--- src/sv/serial_frame_builder_core_defines.svh ---
// assertion macros used by the frame builder back end
`ifndef SERIAL_FRAME_BUILDER_CORE_DEFINES_SVH
`define SERIAL_FRAME_BUILDER_CORE_DEFINES_SVH

// same-cycle implication, sampled on clk, off during reset
`define SFB_ASSERT_IMPL(lbl, ante, cons, msg) \
	lbl: assert property (@(posedge clk) disable iff (!arst_n) (ante) |-> (cons)) \
		else $error(msg);

// next-cycle implication, sampled on clk, off during reset
`define SFB_ASSERT_NEXT(lbl, ante, cons, msg) \
	lbl: assert property (@(posedge clk) disable iff (!arst_n) (ante) |=> (cons)) \
		else $error(msg);

`endif

--- src/sv/sfb_pkg.sv ---
// types, constants and helper functions of the serial frame builder
package sfb_pkg;

	localparam int MAX_FLAG_BYTES      = 4;
	localparam int MAX_LEN_FIELD_BYTES = 4;
	localparam int LEN_WIDTH           = 16;

	localparam logic [31:0] LEN_MASK = 32'((64'd1 << LEN_WIDTH) - 64'd1);

	typedef logic [2:0] cfg_idx_t;

	localparam cfg_idx_t CFG_START_FLAG      = 3'd0;
	localparam cfg_idx_t CFG_START_FLAG_LEN  = 3'd1;
	localparam cfg_idx_t CFG_END_FLAG        = 3'd2;
	localparam cfg_idx_t CFG_END_FLAG_LEN    = 3'd3;
	localparam cfg_idx_t CFG_LEN_FIELD_BYTES = 3'd4;
	localparam cfg_idx_t CFG_LEN_BIG_ENDIAN  = 3'd5;
	localparam cfg_idx_t CFG_CHECKSUM_MODE   = 3'd6;

	typedef enum logic [1:0] {
		CK_NONE  = 2'd0,
		CK_SUM8  = 2'd1,
		CK_SUM16 = 2'd2,
		CK_XOR   = 2'd3
	} ck_mode_t;

	typedef struct packed {
		logic [31:0] start_flag;
		logic [2:0]  start_flag_len;
		logic [31:0] end_flag;
		logic [2:0]  end_flag_len;
		logic [2:0]  len_field_bytes;
		logic        len_big_endian;
		ck_mode_t    checksum_mode;
	} sfb_cfg_t;

	typedef struct packed {
		logic [7:0]  data_byte;
		logic [15:0] payload_len;
		logic        frame_last;
		logic        frame_first;
	} sfb_entry_t;

	function automatic logic [2:0] clamp_len(logic [2:0] v, int lim);
		logic [2:0] l;
		l = 3'(lim);
		return (v > l) ? l : v;
	endfunction

	function automatic logic [7:0] flag_byte(logic [31:0] flag, logic [2:0] i);
		logic [31:0] sh;
		sh = flag >> {i[1:0], 3'b000};
		return (i >= 3'd4) ? 8'h00 : sh[7:0];
	endfunction

	function automatic logic [7:0] len_byte(logic [15:0] plen, logic [2:0] k);
		logic [31:0] lv;
		logic [7:0]  b;
		lv = {16'h0000, plen} & LEN_MASK;
		case (k)
			3'd0: b = lv[7:0];
			3'd1: b = lv[15:8];
			3'd2: b = lv[23:16];
			3'd3: b = lv[31:24];
			default: b = 8'h00;
		endcase
		return b;
	endfunction

endpackage

--- src/sv/sfb_in_if.sv ---
// payload word channel of the frame builder
interface sfb_in_if;
	logic        valid;
	logic        ready;
	logic [7:0]  data_byte;
	logic [15:0] payload_len;
	logic        frame_last;

	modport source(output valid, data_byte, payload_len, frame_last, input ready);
	modport sink(input valid, data_byte, payload_len, frame_last, output ready);
endinterface

--- src/sv/sfb_out_if.sv ---
// framed word channel of the frame builder
interface sfb_out_if;
	logic       valid;
	logic       ready;
	logic [7:0] out_byte;
	logic       run_last;
	logic       frame_end;
	logic       len_mismatch;

	modport source(output valid, out_byte, run_last, frame_end, len_mismatch, input ready);
	modport sink(input valid, out_byte, run_last, frame_end, len_mismatch, output ready);
endinterface

--- src/sv/sfb_front.sv ---
// front end: accepts payload words and marks the first word of each frame
module sfb_front (
	input  logic                clk,
	input  logic                arst_n,
	sfb_in_if.sink              payload,
	input  logic                full,
	output logic                push,
	output sfb_pkg::sfb_entry_t entry
);

	logic in_frame_q;

	assign payload.ready = !full;
	assign push          = payload.valid && !full;

	always_comb begin
		entry.data_byte   = payload.data_byte;
		entry.payload_len = payload.payload_len;
		entry.frame_last  = payload.frame_last;
		entry.frame_first = !in_frame_q;
	end

	always_ff @(posedge clk or negedge arst_n) begin
		if (!arst_n) begin
			in_frame_q <= 1'b0;
		end else if (push) begin
			in_frame_q <= !payload.frame_last;
		end
	end

endmodule

--- src/sv/sfb_queue.sv ---
// two-entry queue between front and back
module sfb_queue (
	input  logic                clk,
	input  logic                arst_n,
	input  logic                push,
	input  sfb_pkg::sfb_entry_t entry_in,
	output logic                full,
	input  logic                pop,
	output logic                head_valid,
	output sfb_pkg::sfb_entry_t head
);

	sfb_pkg::sfb_entry_t entries_q [2];
	logic                wr_q;
	logic                rd_q;
	logic [1:0]          cnt_q;

	assign full       = (cnt_q == 2'd2);
	assign head_valid = (cnt_q != 2'd0);
	assign head       = entries_q[rd_q];

	always_ff @(posedge clk) begin
		if (push) begin
			entries_q[wr_q] <= entry_in;
		end
	end

	always_ff @(posedge clk or negedge arst_n) begin
		if (!arst_n) begin
			wr_q  <= 1'b0;
			rd_q  <= 1'b0;
			cnt_q <= 2'd0;
		end else begin
			if (push) begin
				wr_q <= !wr_q;
			end
			if (pop) begin
				rd_q <= !rd_q;
			end
			case ({push, pop})
				2'b10:   cnt_q <= cnt_q + 2'd1;
				2'b01:   cnt_q <= cnt_q - 2'd1;
				default: cnt_q <= cnt_q;
			endcase
		end
	end

endmodule

--- src/sv/sfb_back.sv ---
// back end: sequences header, payload and trailer words, keeps checksum and count
`include "serial_frame_builder_core_defines.svh"

module sfb_back (
	input  logic                clk,
	input  logic                arst_n,
	input  sfb_pkg::sfb_cfg_t   cfg,
	input  logic                head_valid,
	input  sfb_pkg::sfb_entry_t head,
	output logic                pop,
	sfb_out_if.source           framed
);

	typedef enum logic [5:0] {
		PH_BEGIN = 6'b000001,
		PH_START = 6'b000010,
		PH_LEN   = 6'b000100,
		PH_DATA  = 6'b001000,
		PH_CHK   = 6'b010000,
		PH_END   = 6'b100000
	} phase_t;

	phase_t      phase_q;
	logic [2:0]  idx_q;
	logic [15:0] acc_q;
	logic [15:0] cnt_q;
	logic        mism_q;

	logic        out_valid_q;
	logic [7:0]  out_byte_q;
	logic        run_last_q;
	logic        frame_end_q;
	logic        len_mismatch_q;

	phase_t      eff;
	phase_t      nphase;
	logic [2:0]  nidx;
	logic [2:0]  idx_inc;
	logic [2:0]  sl;
	logic [2:0]  lb;
	logic [2:0]  el;
	logic [2:0]  len_k;
	logic [7:0]  cur_byte;
	logic        accum;
	logic        done;
	logic        frame_done;
	logic        load;
	logic [15:0] cnt_inc;
	logic        mism_now;
	logic [15:0] acc_nxt;
	logic        len_mm;

	assign sl      = sfb_pkg::clamp_len(cfg.start_flag_len, sfb_pkg::MAX_FLAG_BYTES);
	assign lb      = sfb_pkg::clamp_len(cfg.len_field_bytes, sfb_pkg::MAX_LEN_FIELD_BYTES);
	assign el      = sfb_pkg::clamp_len(cfg.end_flag_len, sfb_pkg::MAX_FLAG_BYTES);
	assign idx_inc = idx_q + 3'd1;
	assign len_k   = cfg.len_big_endian ? 3'(lb - 3'd1 - idx_q) : idx_q;
	assign cnt_inc = (cnt_q == 16'hFFFF) ? cnt_q : cnt_q + 16'd1;
	assign mism_now = (cnt_inc != head.payload_len);

	// output register frees up when empty or being taken
	assign load = head_valid && (!out_valid_q || framed.ready);

	always_comb begin
		if (phase_q == PH_BEGIN) begin
			if (!head.frame_first) begin
				eff = PH_DATA;
			end else if (sl != 3'd0) begin
				eff = PH_START;
			end else if (lb != 3'd0) begin
				eff = PH_LEN;
			end else begin
				eff = PH_DATA;
			end
		end else begin
			eff = phase_q;
		end
	end

	always_comb begin
		cur_byte = 8'h00;
		accum    = 1'b0;
		done     = 1'b0;
		nphase   = phase_q;
		nidx     = 3'd0;
		case (eff)
			PH_START: begin
				cur_byte = sfb_pkg::flag_byte(cfg.start_flag, idx_q);
				accum    = 1'b1;
				if (idx_inc < sl) begin
					nphase = PH_START;
					nidx   = idx_inc;
				end else begin
					nphase = (lb != 3'd0) ? PH_LEN : PH_DATA;
				end
			end
			PH_LEN: begin
				cur_byte = sfb_pkg::len_byte(head.payload_len, len_k);
				accum    = 1'b1;
				if (idx_inc < lb) begin
					nphase = PH_LEN;
					nidx   = idx_inc;
				end else begin
					nphase = PH_DATA;
				end
			end
			PH_DATA: begin
				cur_byte = head.data_byte;
				accum    = 1'b1;
				if (!head.frame_last) begin
					done = 1'b1;
				end else if (cfg.checksum_mode != sfb_pkg::CK_NONE) begin
					nphase = PH_CHK;
				end else if (el != 3'd0) begin
					nphase = PH_END;
				end else begin
					done = 1'b1;
				end
			end
			PH_CHK: begin
				// sum16 sends the high byte first
				if (cfg.checksum_mode == sfb_pkg::CK_SUM16 && idx_q == 3'd0) begin
					cur_byte = acc_q[15:8];
					nphase   = PH_CHK;
					nidx     = 3'd1;
				end else begin
					cur_byte = acc_q[7:0];
					if (el != 3'd0) begin
						nphase = PH_END;
					end else begin
						done = 1'b1;
					end
				end
			end
			PH_END: begin
				cur_byte = sfb_pkg::flag_byte(cfg.end_flag, idx_q);
				if (idx_inc < el) begin
					nphase = PH_END;
					nidx   = idx_inc;
				end else begin
					done = 1'b1;
				end
			end
			default: begin
				nphase = PH_BEGIN;
			end
		endcase
		if (done) begin
			nphase = PH_BEGIN;
			nidx   = 3'd0;
		end
	end

	assign frame_done = done && head.frame_last;
	assign len_mm     = frame_done && ((eff == PH_DATA) ? mism_now : mism_q);
	assign pop        = load && done;

	always_comb begin
		case (cfg.checksum_mode)
			sfb_pkg::CK_XOR:   acc_nxt = {8'h00, acc_q[7:0] ^ cur_byte};
			sfb_pkg::CK_SUM8:  acc_nxt = acc_q + {8'h00, cur_byte};
			sfb_pkg::CK_SUM16: acc_nxt = acc_q + {8'h00, cur_byte};
			default:           acc_nxt = acc_q;
		endcase
	end

	always_ff @(posedge clk or negedge arst_n) begin
		if (!arst_n) begin
			phase_q     <= PH_BEGIN;
			idx_q       <= 3'd0;
			acc_q       <= 16'h0000;
			cnt_q       <= 16'h0000;
			mism_q      <= 1'b0;
			out_valid_q <= 1'b0;
		end else begin
			if (load) begin
				phase_q <= nphase;
				idx_q   <= nidx;
				if (frame_done) begin
					acc_q <= 16'h0000;
					cnt_q <= 16'h0000;
				end else begin
					if (accum) begin
						acc_q <= acc_nxt;
					end
					if (eff == PH_DATA) begin
						cnt_q <= cnt_inc;
					end
				end
				if (eff == PH_DATA) begin
					mism_q <= mism_now;
				end
			end
			if (load) begin
				out_valid_q <= 1'b1;
			end else if (framed.ready) begin
				out_valid_q <= 1'b0;
			end
		end
	end

	always_ff @(posedge clk) begin
		if (load) begin
			out_byte_q     <= cur_byte;
			run_last_q     <= done;
			frame_end_q    <= frame_done;
			len_mismatch_q <= len_mm;
		end
	end

	assign framed.valid        = out_valid_q;
	assign framed.out_byte     = out_byte_q;
	assign framed.run_last     = run_last_q;
	assign framed.frame_end    = frame_end_q;
	assign framed.len_mismatch = len_mismatch_q;

	`SFB_ASSERT_IMPL(a_end_is_run_last, framed.valid && framed.frame_end, framed.run_last, "frame end without run last")
	`SFB_ASSERT_IMPL(a_mismatch_at_end, framed.valid && framed.len_mismatch, framed.frame_end, "length mismatch away from frame end")
	`SFB_ASSERT_IMPL(a_pop_needs_head, pop, head_valid, "pop from empty queue")
	`SFB_ASSERT_NEXT(a_clear_after_frame, load && frame_done, acc_q == 16'h0000 && cnt_q == 16'h0000 && phase_q == PH_BEGIN, "frame state not cleared at frame end")

endmodule

--- src/sv/serial_frame_builder_core.sv ---
// top level of the serial frame builder: config registers, front, queue and back
//
// channel  modport  word fields
// payload  sink     data_byte[7:0] payload_len[15:0] frame_last
// framed   source   out_byte[7:0] run_last frame_end len_mismatch
// cfg      write    cfg_we cfg_index[2:0] cfg_data[31:0]
//
// a payload word inside a frame leaves one framed word
// the first word of a frame is preceded by its start flag and length bytes
// the last word is followed by its checksum bytes and end flag bytes
// the back sequencer emits one framed word per cycle unless the queue is empty
// or output stalls; the two-entry queue lets the front take words during a stall
// reset clears frame state and config, but sets len big-endian; no clearing pass
module serial_frame_builder_core (
	input  logic        clk,
	input  logic        arst_n,
	sfb_in_if.sink      payload,
	sfb_out_if.source   framed,
	input  logic        cfg_we,
	input  logic [2:0]  cfg_index,
	input  logic [31:0] cfg_data
);

	sfb_pkg::sfb_cfg_t   cfg_q;
	sfb_pkg::sfb_entry_t push_entry;
	sfb_pkg::sfb_entry_t head;
	logic                push;
	logic                full;
	logic                pop;
	logic                head_valid;

	always_ff @(posedge clk or negedge arst_n) begin
		if (!arst_n) begin
			cfg_q.start_flag      <= 32'h0000_0000;
			cfg_q.start_flag_len  <= 3'd0;
			cfg_q.end_flag        <= 32'h0000_0000;
			cfg_q.end_flag_len    <= 3'd0;
			cfg_q.len_field_bytes <= 3'd0;
			cfg_q.len_big_endian  <= 1'b1;
			cfg_q.checksum_mode   <= sfb_pkg::CK_NONE;
		end else if (cfg_we) begin
			case (cfg_index)
				sfb_pkg::CFG_START_FLAG:      cfg_q.start_flag      <= cfg_data;
				sfb_pkg::CFG_START_FLAG_LEN:  cfg_q.start_flag_len  <= cfg_data[2:0];
				sfb_pkg::CFG_END_FLAG:        cfg_q.end_flag        <= cfg_data;
				sfb_pkg::CFG_END_FLAG_LEN:    cfg_q.end_flag_len    <= cfg_data[2:0];
				sfb_pkg::CFG_LEN_FIELD_BYTES: cfg_q.len_field_bytes <= cfg_data[2:0];
				sfb_pkg::CFG_LEN_BIG_ENDIAN:  cfg_q.len_big_endian  <= cfg_data[0];
				sfb_pkg::CFG_CHECKSUM_MODE:
					cfg_q.checksum_mode <= sfb_pkg::ck_mode_t'(cfg_data[1:0]);
				default: begin
				end
			endcase
		end
	end

	sfb_front u_front (
		.clk     (clk),
		.arst_n  (arst_n),
		.payload (payload),
		.full    (full),
		.push    (push),
		.entry   (push_entry)
	);

	sfb_queue u_queue (
		.clk        (clk),
		.arst_n     (arst_n),
		.push       (push),
		.entry_in   (push_entry),
		.full       (full),
		.pop        (pop),
		.head_valid (head_valid),
		.head       (head)
	);

	sfb_back u_back (
		.clk        (clk),
		.arst_n     (arst_n),
		.cfg        (cfg_q),
		.head_valid (head_valid),
		.head       (head),
		.pop        (pop),
		.framed     (framed)
	);

endmodule
--- src/flat_wrapper.sv ---
// flat-port wrapper written by rule: the top's interface ports become plain ports
module serial_frame_builder_core_flat 
  (clk, arst_n, cfg_we, cfg_index, cfg_data, payload_valid, payload_data_byte, payload_payload_len, payload_frame_last, payload_ready, framed_valid, framed_out_byte, framed_run_last, framed_frame_end, framed_len_mismatch, framed_ready);
  sfb_in_if payload_i ();
  sfb_out_if framed_i ();
  input  logic clk;
  input  logic arst_n;
  input  logic cfg_we;
  input  logic [2:0] cfg_index;
  input  logic [31:0] cfg_data;
  input wire logic [$bits(payload_i.valid)-1:0] payload_valid;
  input wire logic [$bits(payload_i.data_byte)-1:0] payload_data_byte;
  input wire logic [$bits(payload_i.payload_len)-1:0] payload_payload_len;
  input wire logic [$bits(payload_i.frame_last)-1:0] payload_frame_last;
  output wire logic [$bits(payload_i.ready)-1:0] payload_ready;
  output wire logic [$bits(framed_i.valid)-1:0] framed_valid;
  output wire logic [$bits(framed_i.out_byte)-1:0] framed_out_byte;
  output wire logic [$bits(framed_i.run_last)-1:0] framed_run_last;
  output wire logic [$bits(framed_i.frame_end)-1:0] framed_frame_end;
  output wire logic [$bits(framed_i.len_mismatch)-1:0] framed_len_mismatch;
  input wire logic [$bits(framed_i.ready)-1:0] framed_ready;
  assign payload_i.valid = payload_valid;
  assign payload_i.data_byte = payload_data_byte;
  assign payload_i.payload_len = payload_payload_len;
  assign payload_i.frame_last = payload_frame_last;
  assign payload_ready = payload_i.ready;
  assign framed_valid = framed_i.valid;
  assign framed_out_byte = framed_i.out_byte;
  assign framed_run_last = framed_i.run_last;
  assign framed_frame_end = framed_i.frame_end;
  assign framed_len_mismatch = framed_i.len_mismatch;
  assign framed_i.ready = framed_ready;
  serial_frame_builder_core u_core (.clk(clk), .arst_n(arst_n), .payload(payload_i), .framed(framed_i), .cfg_we(cfg_we), .cfg_index(cfg_index), .cfg_data(cfg_data));
endmodule
--- config.mk ---
export PLATFORM = sky130hd
export DESIGN_NAME = serial_frame_builder_core_flat
export DESIGN_NICKNAME = d
export VERILOG_FILES = /design/src/sv/sfb_pkg.sv /design/src/sv/sfb_in_if.sv /design/src/sv/sfb_out_if.sv /design/src/sv/sfb_front.sv /design/src/sv/sfb_queue.sv /design/src/sv/sfb_back.sv /design/src/sv/serial_frame_builder_core.sv /design/src/flat_wrapper.sv
export VERILOG_INCLUDE_DIRS = /design/src /design/src/sv
export SDC_FILE = /design/constraint.sdc
export NUM_CORES = 1
export LEC_CHECK = 0
export BUFFER_PORTS_ARGS = -buffer_cell sky130_fd_sc_hd__buf_2
export CAP_MARGIN = 20
export CORE_MARGIN = 3
export CORE_UTILIZATION = 60
export DETAILED_ROUTE_END_ITERATION = 10
export GPL_TIMING_DRIVEN = 0
export PLACE_DENSITY = 0.8
export SLEW_MARGIN = 20
export SYNTH_ARGS = -nofsm -noshare
export SYNTH_HDL_FRONTEND = slang
export SYNTH_SLANG_ARGS = --single-unit
export TNS_END_PERCENT = 20
--- constraint.sdc ---
create_clock -name clk -period 13.3 [get_ports clk]
set_input_delay 0.665 -clock clk [delete_from_list [all_inputs] [get_ports clk]]
set_output_delay 0.665 -clock clk [all_outputs]
set_load 0.05 [all_outputs]
==> impl_results.md <==
* Fraction of layout instances using a drive strength above 1 at between 20% and 30%
* Synth top area cells: dfrtp_1, edfxtp_1, mux2_2
* Area leader, netlist: dfrtp_1
* Setup violators final at 0
* Critical path, cell by cell: buf_1, clkbuf_1, inv_1, ha_1, mux2i_2, mux4_2, a21oi_1, o21ai_0, ha_1, fa_1, a21oi_1, o211ai_1, o41ai_1, nor2_1, and3_1, o21ai_0, o22a_1
* Number of library cell types mapped by synthesis at 68
* Setup CP Type: flop to flop
* LEAKAGE at 4.49 nW
* Crit-path max FO at 10
* Fin crit share at 47.7%
* Ports at 78
* Nets@finish at 1,023
* FMAX at 158 MHz
* Slowest Stage Delay on Critical Path at 0.74 ns
* Yosys reg bits at roughly 190
* CTS buffer count at 17
* Iter 0 DRT Violations at roughly 900
* Sequential Power Share at 34.7%
* Via-to-Cell Ratio at 6.45
* Main synth FF type: dfrtp_1
* Grt ovf at 0
* Final hold viol count at 0
* Ys Warns at 0
* Avg Cell Area, Syn at 11.8 um2
* CP Launch Point: u_core.u_back.idx_q[0]
* CP startpoint kind: flop
* Int Power at 1.44 mW
* First-pass GRT wire length at 39,200 um
* GRT Overall Usage at 27.9%
* Switch Pwr at 988 uW
* Die H at 134 um
* Clock Skew at 0.00791 ns
* Post-synth ARST share at 66.3%
* CTS root buffer: clkbuf_16
* Post-DP HPWL at 17,300 um
* Least-Margin Pin Slew at 1.07 ns
* Post-Synthesis Cells at around 840
* FF-to-FF path depth at 17
* CTS resizes at 0
* Initial antenna violation count at 0
* Worst setup EP type: flop
* # hold bufs at CTS at 0
* TritonCTS clock tree: built
* DRC violations left at 0
* Clk slew on worst S/H paths at 0.08 ns
* Post-CTS Repair Setup Buffers at 0
* Critical path depth at 17
* Post-route ant nets at 0
* Status: completed
* Port Buffers at 77
* Final WL at 24,300 um
* Routed via count at 7,507
* GPL Wtd Cong at 0.935
* Die Wd at 134 um
* Vias in the first global route at approximately 7,300
* CP delay by family, top: compound AO/OA/AOI/OAI gates
* FF-to-FF setup slack at approximately 7 ns
* Yosys top cell area share at 30.9%
* Slowest-stage cell, CP: clkbuf_1
* Maximum buffer depth of the clock tree at 2
* Combinational power share at 44.2%
* Worst Path Arrival at 6.73 ns
* Fin crit period at 6.34 ns
* Cell Rows at 46
* Setup WS pre-CTS at 7.02 ns
* Slew headroom at 28.5%
* Largest net degree at the start of global routing at 80
* Max Cap Viol at 0
* Clock power frac at 21.1%
* Switch share at around two fifths
* H-Tree Depth at 4
* Worst setup path end: u_core.u_back.acc_q[12]
* Layout area overhead at 13.3%
* RR Startpoint: u_core.u_back.idx_q[0]
* Fin Setup TNS at 0 ns
* WP data required at between 10 and 15 ns
* Crit path buf inv count at 3
* Starting Density at 61.7%
* Mapped Area at 0.00986 mm2
* Max VDD drop at 0.228 mV
* Top post-synthesis cells by count: dfrtp_1, mux2_2, edfxtp_1, nand2_1, o21ai_0
* Setup WS post-layout at 6.96 ns
* Net Count, Synth at 926
* Register area share after synthesis at about half
* PwrDens at around 220 mW/mm2
* Skew-Pair Late Insertion Delay at 0.44 ns
* RSZ-0062 raised after global routing: false
* Core Box Area at 0.0160 mm2
* Final slew viol count at 0
* Worst reg2reg endpoint: u_core.u_back.acc_q[12]
* CTS sink cnt at between 150 and 200
* Die ar. at 0.0180 mm2
* EDFF count, synth at 63
* Most used standard cell by instance count after synthesis: dfrtp_1
* Class of the worst hold path: primary input to asynchronous set/reset pin
* 1st-pass router iterations at 5
* Diodes inserted at 0
* Routed WL per cell at approximately 21 um
area by class of cell:
type / instances / area (um2)
Sequential cell: 187 / 5000
Fill cell: 1162 / 4820
Multi-Input combinational cell: 590 / 4640
Clock buffer: 17 / 425
Timing Repair Buffer: 78 / 419
Tap cell: 216 / 270
Clock inverter: 15 / 179
Buffer: 42 / 175
Inverter: 19 / 71.3
worst min path at each step:
stage / start / endpoint / slack [ns] / cells past startpoint
2_1_floorplan: arst_n / u_core.cfg_q[0] / 0.37 / 0
3_3_place_gp: u_core.u_front.in_frame_q / u_core.u_front.in_frame_q / 0.47 / 2
3_5_place_dp: u_core.u_back.framed.valid / u_core.u_back.framed.valid / 0.49 / 2
4_1_cts: arst_n / u_core.u_back.cnt_q[2] / 0.16 / 1
5_1_grt: arst_n / u_core.u_back.cnt_q[2] / 0.17 / 1
6_report: arst_n / u_core.u_back.cnt_q[2] / 0.15 / 1
layer usage:
layer  wire [um]  track usage, %  share of wire, %
met5           0               0                 0
met3        1700            4.80               7.0
met2       11800            44.2                48
met4         332            7.13               1.4
met1       10500            40.7                43
worst reg2reg max path, stage by stage, from the launching register on:
cell	delay, ns
dfrtp_1	0.45
buf_1	0.65
clkbuf_1	0.75
inv_1	0.22
ha_1	0.36
mux2i_2	0.63
mux4_2	0.45
a21oi_1	0.17
o21ai_0	0.13
ha_1	0.25
fa_1	0.40
a21oi_1	0.23
o211ai_1	0.15
o41ai_1	0.70
nor2_1	0.23
and3_1	0.24
o21ai_0	0.16
o22a_1	0.15
power by group through the flow:
stage | Clock (mW) | Combinational (mW) | Sequential, mW
2_1_floorplan | 0 | 0.728 | 0.885
3_3_place_gp | 0 | 1.02 | 0.846
3_5_place_dp | 0 | 1.05 | 0.851
4_1_cts | 0.516 | 1.06 | 0.841
5_1_grt | 0.538 | 1.16 | 0.857
6_report | 0.513 | 1.07 | 0.842
per-stage QoR:
stage	instance area (um2)	instances	hold slack, ns	power [mW]	util (%)
6_report	11200	1164	0.153	2.43	69.9
2_1_floorplan	9860	838	0.369	1.61	-
5_1_grt	11200	1164	0.172	2.56	69.9
4_1_cts	11200	1164	0.156	2.42	69.8
3_5_place_dp	10600	1132	0.488	1.90	66.0
3_3_place_gp	10500	1131	0.472	1.87	65.7
layout by cell type, fill, tap and decap left out, types with 5 or more instances in the layout:
master       n
clkbuf_16   17
mux4_2      20
o41ai_1      6
nand3_1     26
nand2b_1     6
nand4_1     10
o22ai_1     13
dfrtp_1    122
o22a_1       6
nor2_1      43
a22oi_1      8
buf_2       83
mux2_2      78
a31oi_1      8
xnor2_1     15
nor3_1      15
o31ai_1     17
mux2i_1     40
o21ai_0     47
a32oi_1      5
nor4_1       6
clkbuf_1    29
and3_1       9
and4_1       5
or3_1        7
edfxtp_1    63
nor2b_1      7
xor2_1      16
a21oi_1     34
o21a_1       5
inv_1       18
ha_1        22
a21o_1       7
nand2_1     52
and2_1       5
state kept, by name, summed over array words and instances, names as in the netlist, 2 cells and up:
register	count
u_core.cfg_q	76
u_core.u_back.acc_q	16
u_core.u_back.cnt_q	16
u_core.u_back.framed.out_byte	8
u_core.u_back.idx_q	3
u_core.u_back.phase_q	6
u_core.u_queue.cnt_q	2
u_core.u_queue.entries_q	52
logic make-up (layout without fill, tap and decap cells):
family                   count (synthesis)  in the layout  synth area share [%]
AND/OR/NAND/NOR                        213            213                  11.1
buffers and inverters                   61            171                  2.49
XOR/XNOR                                31             31                  2.75
multiplexers                           139            139                  17.6
AO/OA/AOI/OAI                          183            183                  12.2
adder cells (fa/ha/maj)                 24             24                  3.09
flip-flops                             187            187                  50.7
Power figures use the tool's default switching activity.
